File: config.mk
export PLATFORM = sky130hd
export DESIGN_NAME = ccr_seq
export DESIGN_NICKNAME = d
export VERILOG_FILES = /design/src/sv/ccr_pkg.sv /design/src/sv/ccr_seq.sv
export VERILOG_INCLUDE_DIRS = /design/src /design/src/sv
export SDC_FILE = /design/constraint.sdc
export NUM_CORES = 1
export LEC_CHECK = 0
export ABC_CLOCK_PERIOD_IN_PS = 14730
export BUFFER_PORTS_ARGS = -buffer_cell sky130_fd_sc_hd__buf_2
export CELL_PAD_IN_SITES_DETAIL_PLACEMENT = 2
export CELL_PAD_IN_SITES_GLOBAL_PLACEMENT = 2
export CORE_ASPECT_RATIO = 0.7
export CORE_UTILIZATION = 43
export CTS_BUF_LIST = sky130_fd_sc_hd__clkbuf_8
export DETAILED_ROUTE_END_ITERATION = 8
export HOLD_SLACK_MARGIN = 0.03
export PLACE_DENSITY_LB_ADDON = 0.15
export SLEW_MARGIN = 0
export SYNTH_ARGS = -nofsm -noshare
export SYNTH_HDL_FRONTEND = slang
export SYNTH_SLANG_ARGS = --single-unit
File: constraint.sdc
create_clock -name clk -period 14.73 [get_ports clk]
set_input_delay 1.473 -clock clk [delete_from_list [all_inputs] [get_ports clk]]
set_output_delay 1.473 -clock clk [all_outputs]
set_load 0.01 [all_outputs]
File: src/sv/combination_rank_unrank_macros.svh
// Assertion macros for the combination rank/unrank RTL.
`ifndef COMBINATION_RANK_UNRANK_MACROS_SVH
`define COMBINATION_RANK_UNRANK_MACROS_SVH
`ifndef SYNTHESIS
`define CRU_ASSERT_IMP(lbl, ante, cons) \
  lbl: assert property (@(posedge clk) disable iff (rst) (ante) |-> (cons)) \
    else $error("combination_rank_unrank check failed");
`define CRU_ASSERT_NEXT(lbl, ante, cons) \
  lbl: assert property (@(posedge clk) disable iff (rst) (ante) |=> (cons)) \
    else $error("combination_rank_unrank check failed");
`else
`define CRU_ASSERT_IMP(lbl, ante, cons)
`define CRU_ASSERT_NEXT(lbl, ante, cons)
`endif
`endif

File: src/sv/ccr_pkg.sv
// Types, codes and sizing helpers for the combination rank/unrank block.
`timescale 1ns / 1ps
package ccr_pkg;

  localparam int WORD_W = 32;
  localparam int REG_W  = 6;

  localparam logic CMD_UNRANK = 1'b0;
  localparam logic CMD_RANK   = 1'b1;

  localparam logic REG_SITE_COUNT    = 1'b0;
  localparam logic REG_SET_BIT_COUNT = 1'b1;

  typedef struct packed {
    logic [REG_W-1:0] site_count;
    logic [REG_W-1:0] set_bit_count;
  } cfg_t;

  // usable site count: the pattern never grows past the result word
  function automatic int site_lim(input int max_sites);
    return (max_sites < WORD_W) ? max_sites : WORD_W;
  endfunction

  // Pascal table holds rows 0..site_lim, each row site_lim+1 entries wide
  function automatic int tab_depth(input int max_sites);
    return (site_lim(max_sites) + 1) * (site_lim(max_sites) + 1);
  endfunction

endpackage

File: src/sv/ccr_seq.sv
// Sequencer: Pascal table fill after reset, then rank and unrank walks over the table.
`timescale 1ns / 1ps
`include "combination_rank_unrank_macros.svh"
module ccr_seq import ccr_pkg::*; #(
  parameter int MAX_SITES = 32,
  localparam int AW = $clog2(tab_depth(MAX_SITES))
) (
  input  logic              clk,
  input  logic              rst,
  input  cfg_t              cfg,
  input  logic              start,
  input  logic              command,
  input  logic [WORD_W-1:0] value,
  output logic              busy,
  output logic              done,
  output logic [WORD_W-1:0] result,
  output logic              error,
  output logic              tab_we,
  output logic [AW-1:0]     tab_waddr,
  output logic [WORD_W-1:0] tab_wdata,
  output logic [AW-1:0]     tab_raddr,
  input  logic [WORD_W-1:0] tab_rdata
);

  localparam int SITE_LIM = site_lim(MAX_SITES);
  localparam int ROW = SITE_LIM + 1;
  localparam logic [REG_W-1:0] LIM_N = REG_W'(SITE_LIM);

  typedef enum logic [2:0] {
    S_FILL_RD,
    S_FILL_WR,
    S_IDLE,
    S_UCHK,
    S_UWALK,
    S_RWALK,
    S_RLAST
  } state_t;

  state_t state, state_next;
  logic [REG_W-1:0]  fn, fn_next, fk, fk_next;
  logic [WORD_W-1:0] held, held_next;
  logic [REG_W-1:0]  p, p_next, i, i_next, cnt, cnt_next;
  logic [WORD_W-1:0] rem, rem_next, pat, pat_next, sum, sum_next;
  logic [WORD_W-1:0] val, val_next;
  logic              cmd, cmd_next, zf, zf_next, pend, pend_next;
  logic              done_next, error_next;
  logic [WORD_W-1:0] result_next;

  logic [WORD_W-1:0] c, lo_mask, bitp, sum_fin;
  logic [REG_W-1:0]  pm1, inx;
  logic              take, cfg_ok, fill_row_end, fill_end;

  // entries with k > n are never written; callers treat them as zero
  function automatic logic [AW-1:0] tab_addr(input logic [REG_W-1:0] n,
                                             input logic [REG_W-1:0] k);
    if (k > n || n > LIM_N) begin
      return '0;
    end
    return AW'(int'(n) * ROW + int'(k));
  endfunction

  assign busy = (state != S_IDLE);
  assign c = zf ? '0 : tab_rdata;
  assign cfg_ok = (cfg.site_count != '0) && (cfg.site_count <= LIM_N) &&
                  (cfg.set_bit_count <= cfg.site_count);
  assign lo_mask = WORD_W'((64'h1 << cfg.site_count) - 64'h1);
  assign fill_row_end = (fk == fn);
  assign fill_end = fill_row_end && (fn == LIM_N);
  assign pm1 = p - REG_W'(1);
  assign take = (p < i) || (c <= rem);
  assign inx = take ? i - REG_W'(1) : i;
  assign bitp = WORD_W'(1) << p[4:0];
  assign sum_fin = pend ? sum + c : sum;

  always_comb begin
    state_next  = state;
    fn_next     = fn;
    fk_next     = fk;
    held_next   = held;
    p_next      = p;
    i_next      = i;
    cnt_next    = cnt;
    rem_next    = rem;
    pat_next    = pat;
    sum_next    = sum;
    val_next    = val;
    cmd_next    = cmd;
    zf_next     = zf;
    pend_next   = pend;
    done_next   = 1'b0;
    error_next  = error;
    result_next = result;
    tab_we      = 1'b0;
    tab_waddr   = '0;
    tab_wdata   = '0;
    tab_raddr   = '0;

    unique case (state)
      // fill reads row n-1 and writes row n, so the two ports never meet
      S_FILL_RD: begin
        if (fk == '0 || fill_row_end) begin
          tab_we     = 1'b1;
          tab_waddr  = tab_addr(fn, fk);
          tab_wdata  = WORD_W'(1);
          held_next  = WORD_W'(1);
          fn_next    = fill_row_end ? fn + REG_W'(1) : fn;
          fk_next    = fill_row_end ? '0 : fk + REG_W'(1);
          state_next = fill_end ? S_IDLE : S_FILL_RD;
        end else begin
          tab_raddr  = tab_addr(fn - REG_W'(1), fk);
          state_next = S_FILL_WR;
        end
      end
      S_FILL_WR: begin
        tab_we     = 1'b1;
        tab_waddr  = tab_addr(fn, fk);
        tab_wdata  = held + tab_rdata;
        held_next  = tab_rdata;
        fn_next    = fill_row_end ? fn + REG_W'(1) : fn;
        fk_next    = fill_row_end ? '0 : fk + REG_W'(1);
        state_next = fill_end ? S_IDLE : S_FILL_RD;
      end
      S_IDLE: begin
        if (start) begin
          cmd_next = command;
          val_next = value;
          if (!cfg_ok || (command == CMD_RANK && (value & ~lo_mask) != '0)) begin
            done_next   = 1'b1;
            error_next  = 1'b1;
            result_next = '0;
          end else if (command == CMD_UNRANK) begin
            tab_raddr  = tab_addr(cfg.site_count, cfg.set_bit_count);
            zf_next    = 1'b0;
            state_next = S_UCHK;
          end else begin
            p_next     = cfg.site_count - REG_W'(1);
            i_next     = cfg.set_bit_count;
            cnt_next   = '0;
            sum_next   = '0;
            pend_next  = 1'b0;
            state_next = S_RWALK;
          end
        end
      end
      S_UCHK: begin
        if (val >= tab_rdata) begin
          done_next   = 1'b1;
          error_next  = 1'b1;
          result_next = '0;
          state_next  = S_IDLE;
        end else if (cfg.set_bit_count == '0) begin
          done_next   = 1'b1;
          error_next  = 1'b0;
          result_next = '0;
          state_next  = S_IDLE;
        end else begin
          rem_next   = val;
          pat_next   = '0;
          p_next     = cfg.site_count - REG_W'(1);
          i_next     = cfg.set_bit_count;
          tab_raddr  = tab_addr(cfg.site_count - REG_W'(1), cfg.set_bit_count);
          zf_next    = cfg.set_bit_count > cfg.site_count - REG_W'(1);
          state_next = S_UWALK;
        end
      end
      // one position per cycle: the compare picks the next table address
      S_UWALK: begin
        p_next    = pm1;
        i_next    = inx;
        tab_raddr = tab_addr(pm1, inx);
        zf_next   = inx > pm1;
        if (take) begin
          rem_next = rem - c;
          pat_next = pat | bitp;
          if (i == REG_W'(1)) begin
            done_next   = 1'b1;
            error_next  = 1'b0;
            result_next = pat | bitp;
            state_next  = S_IDLE;
          end
        end
      end
      S_RWALK: begin
        sum_next  = sum_fin;
        pend_next = val[p[4:0]];
        if (val[p[4:0]]) begin
          tab_raddr = tab_addr(p, i);
          zf_next   = i > p;
          i_next    = i - REG_W'(1);
          cnt_next  = cnt + REG_W'(1);
        end
        if (p == '0) begin
          state_next = S_RLAST;
        end else begin
          p_next = pm1;
        end
      end
      S_RLAST: begin
        done_next = 1'b1;
        if (cnt != cfg.set_bit_count) begin
          error_next  = 1'b1;
          result_next = '0;
        end else begin
          error_next  = 1'b0;
          result_next = sum_fin;
        end
        state_next = S_IDLE;
      end
      default: begin
        state_next = S_IDLE;
      end
    endcase
  end

  always_ff @(posedge clk) begin
    if (rst) begin
      state <= S_FILL_RD;
      fn    <= '0;
      fk    <= '0;
      done  <= 1'b0;
    end else begin
      state <= state_next;
      fn    <= fn_next;
      fk    <= fk_next;
      done  <= done_next;
    end
    held   <= held_next;
    p      <= p_next;
    i      <= i_next;
    cnt    <= cnt_next;
    rem    <= rem_next;
    pat    <= pat_next;
    sum    <= sum_next;
    val    <= val_next;
    cmd    <= cmd_next;
    zf     <= zf_next;
    pend   <= pend_next;
    error  <= error_next;
    result <= result_next;
  end

  `CRU_ASSERT_IMP(a_err_zero, done && error, result == '0)
  `CRU_ASSERT_NEXT(a_accept_moves, start && !busy, busy || done)
  `CRU_ASSERT_IMP(a_no_done_fill, state == S_FILL_RD || state == S_FILL_WR, !done)
  `CRU_ASSERT_IMP(a_uwalk_bits_left, state == S_UWALK, i != '0)
  `CRU_ASSERT_IMP(a_unrank_pop, done && !error && cmd == CMD_UNRANK,
                  $countones(result) == int'(cfg.set_bit_count))

endmodule

==> results of run 1 <==
==> worst min-delay path: stages, from the launching register on <==
cell,delay (ns)
edfxtp_1,0.32
nor2_1,0.05
nor2_1,0.07
==> layer usage <==
metal / vias to the layer above / wire (µm) / GRT usage
met1: 10178 / 40900 / 0.512
met5: - / 0 / 0
met4: 0 / 1610 / 0.0685
met3: 110 / 6730 / 0.0537
li1: 8774 / - / -
met2: 738 / 38000 / 0.531
==> through the flow <==
step	worst slack (ns)	area, µm²
after floorplan	7.27	21100
after global placement	6.63	22600
after detailed placement	6.44	22600
after CTS	6.30	23400
after global routing	5.81	23400
final	6.25	23400
==> how the worst max path moves through the flow <==
stage	startpoint	end	slack (ns)	depth (start not counted)
2_1_floorplan	tab_rdata[0]	tab_raddr[9]	7.27	23
3_3_place_gp	tab_rdata[0]	tab_raddr[9]	6.63	25
3_5_place_dp	tab_rdata[0]	tab_raddr[9]	6.44	25
4_1_cts	tab_rdata[0]	tab_raddr[9]	6.30	25
5_1_grt	tab_rdata[0]	tab_raddr[9]	5.81	25
6_report	tab_rdata[0]	tab_raddr[9]	6.25	25
==> synthesized netlist by cell type, drive strengths merged, types with 20 or more instances <==
library cell    n
and2           41
o21ai         117
edfxtp        213
a21oi         137
inv           178
clkbuf         60
a21o           89
nand2         168
or3            20
nand4          28
a31oi          48
nand3          36
o22ai          32
nor2          239
o21bai         23
nand2b         64
xor2           64
xnor2         115
mux2i          33
nor2b          33
nor3           51
ha            283
==> power by group through the flow <==
stage / sequential, mW / combinational [mW] / clock (mW)
finish: 1.11 / 2.88 / 0.626
CTS: 1.11 / 2.84 / 0.630
global placement: 1.10 / 2.63 / 0
global route: 1.12 / 3.11 / 0.660
floorplan: 1.07 / 1.89 / 0
detailed placement: 1.12 / 2.79 / 0
==> cell usage in the layout (no fill, tap or decap), types with 41 or more instances in the layout <==
cell	n
edfxtp_1	213
inv_1	184
a31oi_1	48
o21ai_0	115
xnor2_1	115
buf_2	169
nor2_1	239
xor2_1	64
a21o_1	88
and2_1	41
nand2b_1	64
nor3_1	51
nand2_1	168
a21oi_1	137
clkbuf_8	45
ha_1	283
==> final cells by class <==
type,count,area [µm²],share of cell area
flip-flops and latches,229,6720,0.287
clock buffers,45,619,0.0265
inverters,182,683,0.0292
repair buffers,186,973,0.0417
well taps,655,820,0.0351
multi-input cells,1852,13400,0.573
clock inverters,27,169,0.00723
==> state kept, by name (all words and copies together) (netlist names), 32 cells and up <==
signal,cells
pat,32
val,32
rem,32
held,32
result,32
sum,32
==> cell families after synthesis <==
family                     synth area share
adders and majority gates             0.177
and+or+nand+nor                       0.171
DFF                                   0.319
buffers and inverters                0.0470
AOI/OAI and AO/OA                     0.185
xor gates and xnor gates             0.0744
muxes                                0.0274
==> reports/metrics.cfg, run 1 <==
[min_path]
hold_end=pat[23]$_SDFFCE_PN0P_
hold_path_depth=2
hold_class=register to register
min-delay-start=pat[23]$_SDFFCE_PN0P_

[clock_network]
hold_buffers=0
path_clk_slew_ns=0.06
cts_setup_buffers=0
cts_root_buf=clkbuf_8
cts_sinks=229
cts.repair.resized=0
cts_inserted_buffers=39
tritoncts=built
clkLatencyLatePin_ns=0.59
clock_path_buffers=3
cts_max_level=2

[synth]
netlist_area_um2=21100
yosysTopAreaCell=edfxtp_1
avgSynthCellArea_um2=9.00
ys_seq_elements=229
ys_async_sr_fraction=0
synth_edf_count=213
synthFlopType=edfxtp_1
syn_inst=2341
synthDistinctLibCells=87
ys_warn_count=0
synth.top_cell.area_share=0.304
synth_nets=2713
yosys-top-cells-area=edfxtp_1, ha_1, xnor2_1
synth-seq-area-share=0.319

[setup_path]
reg2regPathDepth=13
critPathLaunchType=primary input
crit_type=primary input to output port
cp-end-kind=output port
rr_startpoint=p[1]$_DFFE_PP_
rrSetupSlack_ns=9.56
max_stage_delay_ns=0.43
cp_common_cell=a21oi_1
cpMaxStageDelayCell=a222oi_1
crit_arrival_ns=7.01
cp_top_family=compound AO/OA/AOI/OAI gates
rr_endpoint=result[26]$_DFFE_PP_
crit_path_max_fanout=14
required_ns=13.26
critPathBufInv=3

[placement]
io_buffers=169
dp.cells=3104
gp_congestion=0.947
dpl.hpwl_um=67800

[floorplan]
rows=67
ios=170
die_x_um=267
dieArea_um2=49900
start_util=0.438
coreArea_um2=48100
dieHeight_um=187

[detailed_routing]
finalWirelength_um=87200
drt_first_pass_iters=7
wl_per_cell_um=27.5
via_count=19800
drc=0
ant_nets=0
initialDrtViolationCount=1798
viasPerCell=6.23

[power]
seqPwrFrac=0.241
p_per_area_nw_per_um2=198
switching_share=0.496
p_int_mw=2.33
p_sw_mw=2.29
pwr-share-clk=0.136
ir_worst_vdd_mv=0.0887
p_total_mw=4.62
p_comb_frac=0.623
power_leakage_nw=10.6

[cells_and_area]
drive_gt1_frac=0.109
final_nets=2862
area_delta_synth_final_pct=10.9
fill_cells=5308
diodes=0
fin_util=0.486
finalNonFillerCells=3176

[grt]
first_global_vias=20796
antenna_found_initial=2
grt_usage=0.346
grt_pass1_wl_um=132000
overflow=0
grt_max_degree=82

[sta]
slew_headroom=0.114
skew_ns=0.0369
setup_viol=0
rsz0062_at_grt=no
holdWs_ns=0.560
min_period_over_period=0.576
fmax_mhz=118
tightest_slew_ns=1.33
setup-tns-final_ns=0
finalHoldViolCount=0
min_period_ns=8.48
drv_slew=0

[status]
status=finished, final reports clean

[run]
maxCapViolCount=0

(Power assumes the default switching activity.)
==> run 2, diff against run 1 <==
--- a/config.mk
+++ b/config.mk
@@ -6,12 +6,12 @@
 export SDC_FILE = /design/constraint.sdc
 export NUM_CORES = 1
 export LEC_CHECK = 0
-export ABC_CLOCK_PERIOD_IN_PS = 14730
+export ABC_CLOCK_PERIOD_IN_PS = 8650
 export BUFFER_PORTS_ARGS = -buffer_cell sky130_fd_sc_hd__buf_2
 export CELL_PAD_IN_SITES_DETAIL_PLACEMENT = 2
 export CELL_PAD_IN_SITES_GLOBAL_PLACEMENT = 2
 export CORE_ASPECT_RATIO = 0.7
-export CORE_UTILIZATION = 43
+export CORE_UTILIZATION = 40
 export CTS_BUF_LIST = sky130_fd_sc_hd__clkbuf_8
 export DETAILED_ROUTE_END_ITERATION = 8
 export HOLD_SLACK_MARGIN = 0.03
==> constraint.sdc (replaced) <==
create_clock -name clk -period 8.65 [get_ports clk]
set_input_delay 0.865 -clock clk [delete_from_list [all_inputs] [get_ports clk]]
set_output_delay 0.865 -clock clk [all_outputs]
set_load 0.01 [all_outputs]
==> reports/metrics.cfg, run 2 (same netlist as run 1, synthesis figures left out) <==
[status]
status=finished, final reports clean  ; unchanged

[sta]
fmax_mhz=126
rsz0062_at_grt=no  ; unchanged
finalHoldViolCount=0  ; unchanged
slew_headroom=0.151  ; was 0.114
setup-tns-final_ns=0  ; unchanged
setup_viol=0  ; unchanged
min_period_over_period=0.916
skew_ns=0.0516  ; was 0.0369 ns
holdWs_ns=0.464  ; was 0.560 ns
drv_slew=0  ; unchanged
tightest_slew_ns=1.26  ; was 1.33 ns
min_period_ns=7.93

[setup_path]
crit_type=register to output port  ; was primary input to output port
cpMaxStageDelayCell=edfxtp_1  ; was a222oi_1
crit_path_max_fanout=32  ; was 14
reg2regPathDepth=19  ; was 13
rrSetupSlack_ns=2.90  ; was 9.56 ns
cp-end-kind=output port  ; unchanged
required_ns=7.79  ; was 13.26 ns
critPathCapture=tab_raddr[9]  ; unchanged
path_cells=nor2b_1, ha_1, fa_1, nor2b_1, o21ai_0, a21oi_1, or2_2, a21oi_1, o2bb2ai_1, a21oi_1, mux2i_1, xnor2_1, ha_1, fa_1, a21o_1, a21oi_1, o21bai_1, a21oi_1, o21ba_2, xnor2_1, a222oi_1, a31oi_1, buf_2
crit_start=zf$_DFFE_PP_  ; was tab_rdata[0]
rr_endpoint=zf$_DFFE_PP_  ; was result[26]$_DFFE_PP_
cp_common_cell=a21oi_1  ; unchanged
critPathLaunchType=register  ; was primary input
crit_arrival_ns=7.06  ; was 7.01 ns
max_stage_delay_ns=1.02  ; was 0.43 ns
rr_startpoint=zf$_DFFE_PP_  ; was p[1]$_DFFE_PP_

[power]
seqPwrFrac=0.241  ; about the same
p_int_mw=4.01  ; was 2.33 mW
p_comb_frac=0.618  ; was 0.623
p_sw_mw=3.89  ; was 2.29 mW
switching_share=0.492  ; was 0.496
ir_worst_vdd_mv=0.154  ; was 0.0887 mV
power_leakage_nw=10.7  ; was 10.6 nW
p_per_area_nw_per_um2=337  ; was 198 nW/µm²
pwr-share-clk=0.141  ; was 0.136

[floorplan]
rows=69  ; was 67
ios=170  ; unchanged
start_util=0.410  ; was 0.438
dieHeight_um=194  ; was 187 µm
die_x_um=276  ; was 267 µm
dieArea_um2=53600  ; was 49900 µm²
coreArea_um2=51400  ; was 48100 µm²

[clock_network]
hold_buffers=0  ; unchanged
cts_inserted_buffers=42  ; was 39
cts_sinks=229  ; unchanged
clkLatencyLatePin_ns=0.60  ; was 0.59 ns
cts_max_level=2  ; unchanged
cts.repair.resized=0  ; unchanged
tritoncts=built  ; unchanged
path_clk_slew_ns=0.06  ; about the same
cts_setup_buffers=0  ; unchanged
clock_path_buffers=3  ; unchanged
cts_root_buf=clkbuf_8  ; unchanged

[cells_and_area]
final_cell_mix=ha_1, nor2_1, edfxtp_1  ; unchanged
drive_gt1_frac=0.110  ; was 0.109
layout_commonest_cell=ha_1  ; unchanged
final_nets=2866  ; was 2862
fin_util=0.457  ; was 0.486
diodes=0  ; unchanged
area_delta_synth_final_pct=11.3  ; was 10.9%
design_area_um2=23500  ; was 23400 µm²
finalNonFillerCells=3202  ; was 3176

[placement]
place_area_um2=22600  ; about the same
gp_congestion=0.982  ; was 0.947
dp.cells=3124  ; was 3104
dpl.hpwl_um=67600  ; was 67800 µm
io_buffers=169  ; unchanged

[detailed_routing]
finalWirelength_um=84300  ; was 87200 µm
wl_per_cell_um=26.3  ; was 27.5 µm
initialDrtViolationCount=1526  ; was 1798
ant_nets=0  ; unchanged
via_count=19294  ; was 19800
drc=0  ; unchanged
drt_first_pass_iters=5  ; was 7
viasPerCell=6.03  ; was 6.23

[grt]
overflow=0  ; unchanged
first_global_vias=20215  ; was 20796
grt_max_degree=93  ; was 82
grt_usage=0.309  ; was 0.346
antenna_found_initial=0  ; was 2
grt_pass1_wl_um=127000  ; was 132000 µm

[run]
maxCapViolCount=0  ; unchanged

[min_path]
hold_class=primary input to register  ; was register to register

run 2: changes by cell type in the layout (fill, tap and decap cells not counted), sizes merged:
cell and delta:
bufinv +2, buf +1, clkbuf -2, inv +9
clkinv -3
run 2: power by group through the flow:
stage	clock network, mW	logic (mW)	registers, mW
6_report	1.11	4.88	1.90
4_1_cts	1.14	4.81	1.89
5_1_grt	1.18	5.29	1.92
2_1_floorplan	0	3.22	1.82
3_5_place_dp	0	4.76	1.91
3_3_place_gp	0	4.55	1.89
run 2: cell type report:
class                      instances  area [µm²]
clock buffer                      43         592
clock inverter                    35         262
fill                            5650       27900
inverter                         182         683
multi-input combinational       1852       13400
sequential                       229        6720
tap                              674         843
timing repair buffer             187         981
run 2: worst min-delay path by stage:
stage / start / end / slack, ns / depth (start not counted)
after global routing: value[3] / val[3]$_DFFE_PP_ / 0.44 / 1
final: value[3] / val[3]$_DFFE_PP_ / 0.46 / 1
after global placement: pat[18]$_SDFFCE_PN0P_ / pat[18]$_SDFFCE_PN0P_ / 0.54 / 2
after detailed placement: pat[19]$_SDFFCE_PN0P_ / pat[19]$_SDFFCE_PN0P_ / 0.55 / 2
after CTS: value[3] / val[3]$_DFFE_PP_ / 0.44 / 1
after floorplan: pat[12]$_SDFFCE_PN0P_ / pat[12]$_SDFFCE_PN0P_ / 0.52 / 2
run 2: through the flow:
step	power [mW]	setup WS, ns
after floorplan	5.04	2.25
after global placement	6.44	1.58
after detailed placement	6.67	1.35
after CTS	7.84	0.673
after global routing	8.39	0.223
final	7.90	0.724
run 2: worst max-delay path: cells and delay by family (launching register included):
kind	cells	cell delay, ns
AOI/OAI and AO/OA	12	2.71
adders and majority gates	4	1.37
DFF	1	1.02
and+or+nand+nor	3	0.48
muxes	1	0.47
xor gates and xnor gates	2	0.20
buffers and inverters	1	0.19
run 2: routing by layer:
layer / vias to the layer above / track usage / wire length (µm)
met5: - / 0 / 0
met4: 0 / 0.0515 / 1130
met3: 83 / 0.0454 / 6300
met2: 626 / 0.457 / 35400
met1: 9791 / 0.475 / 41500
li1: 8794 / - / -
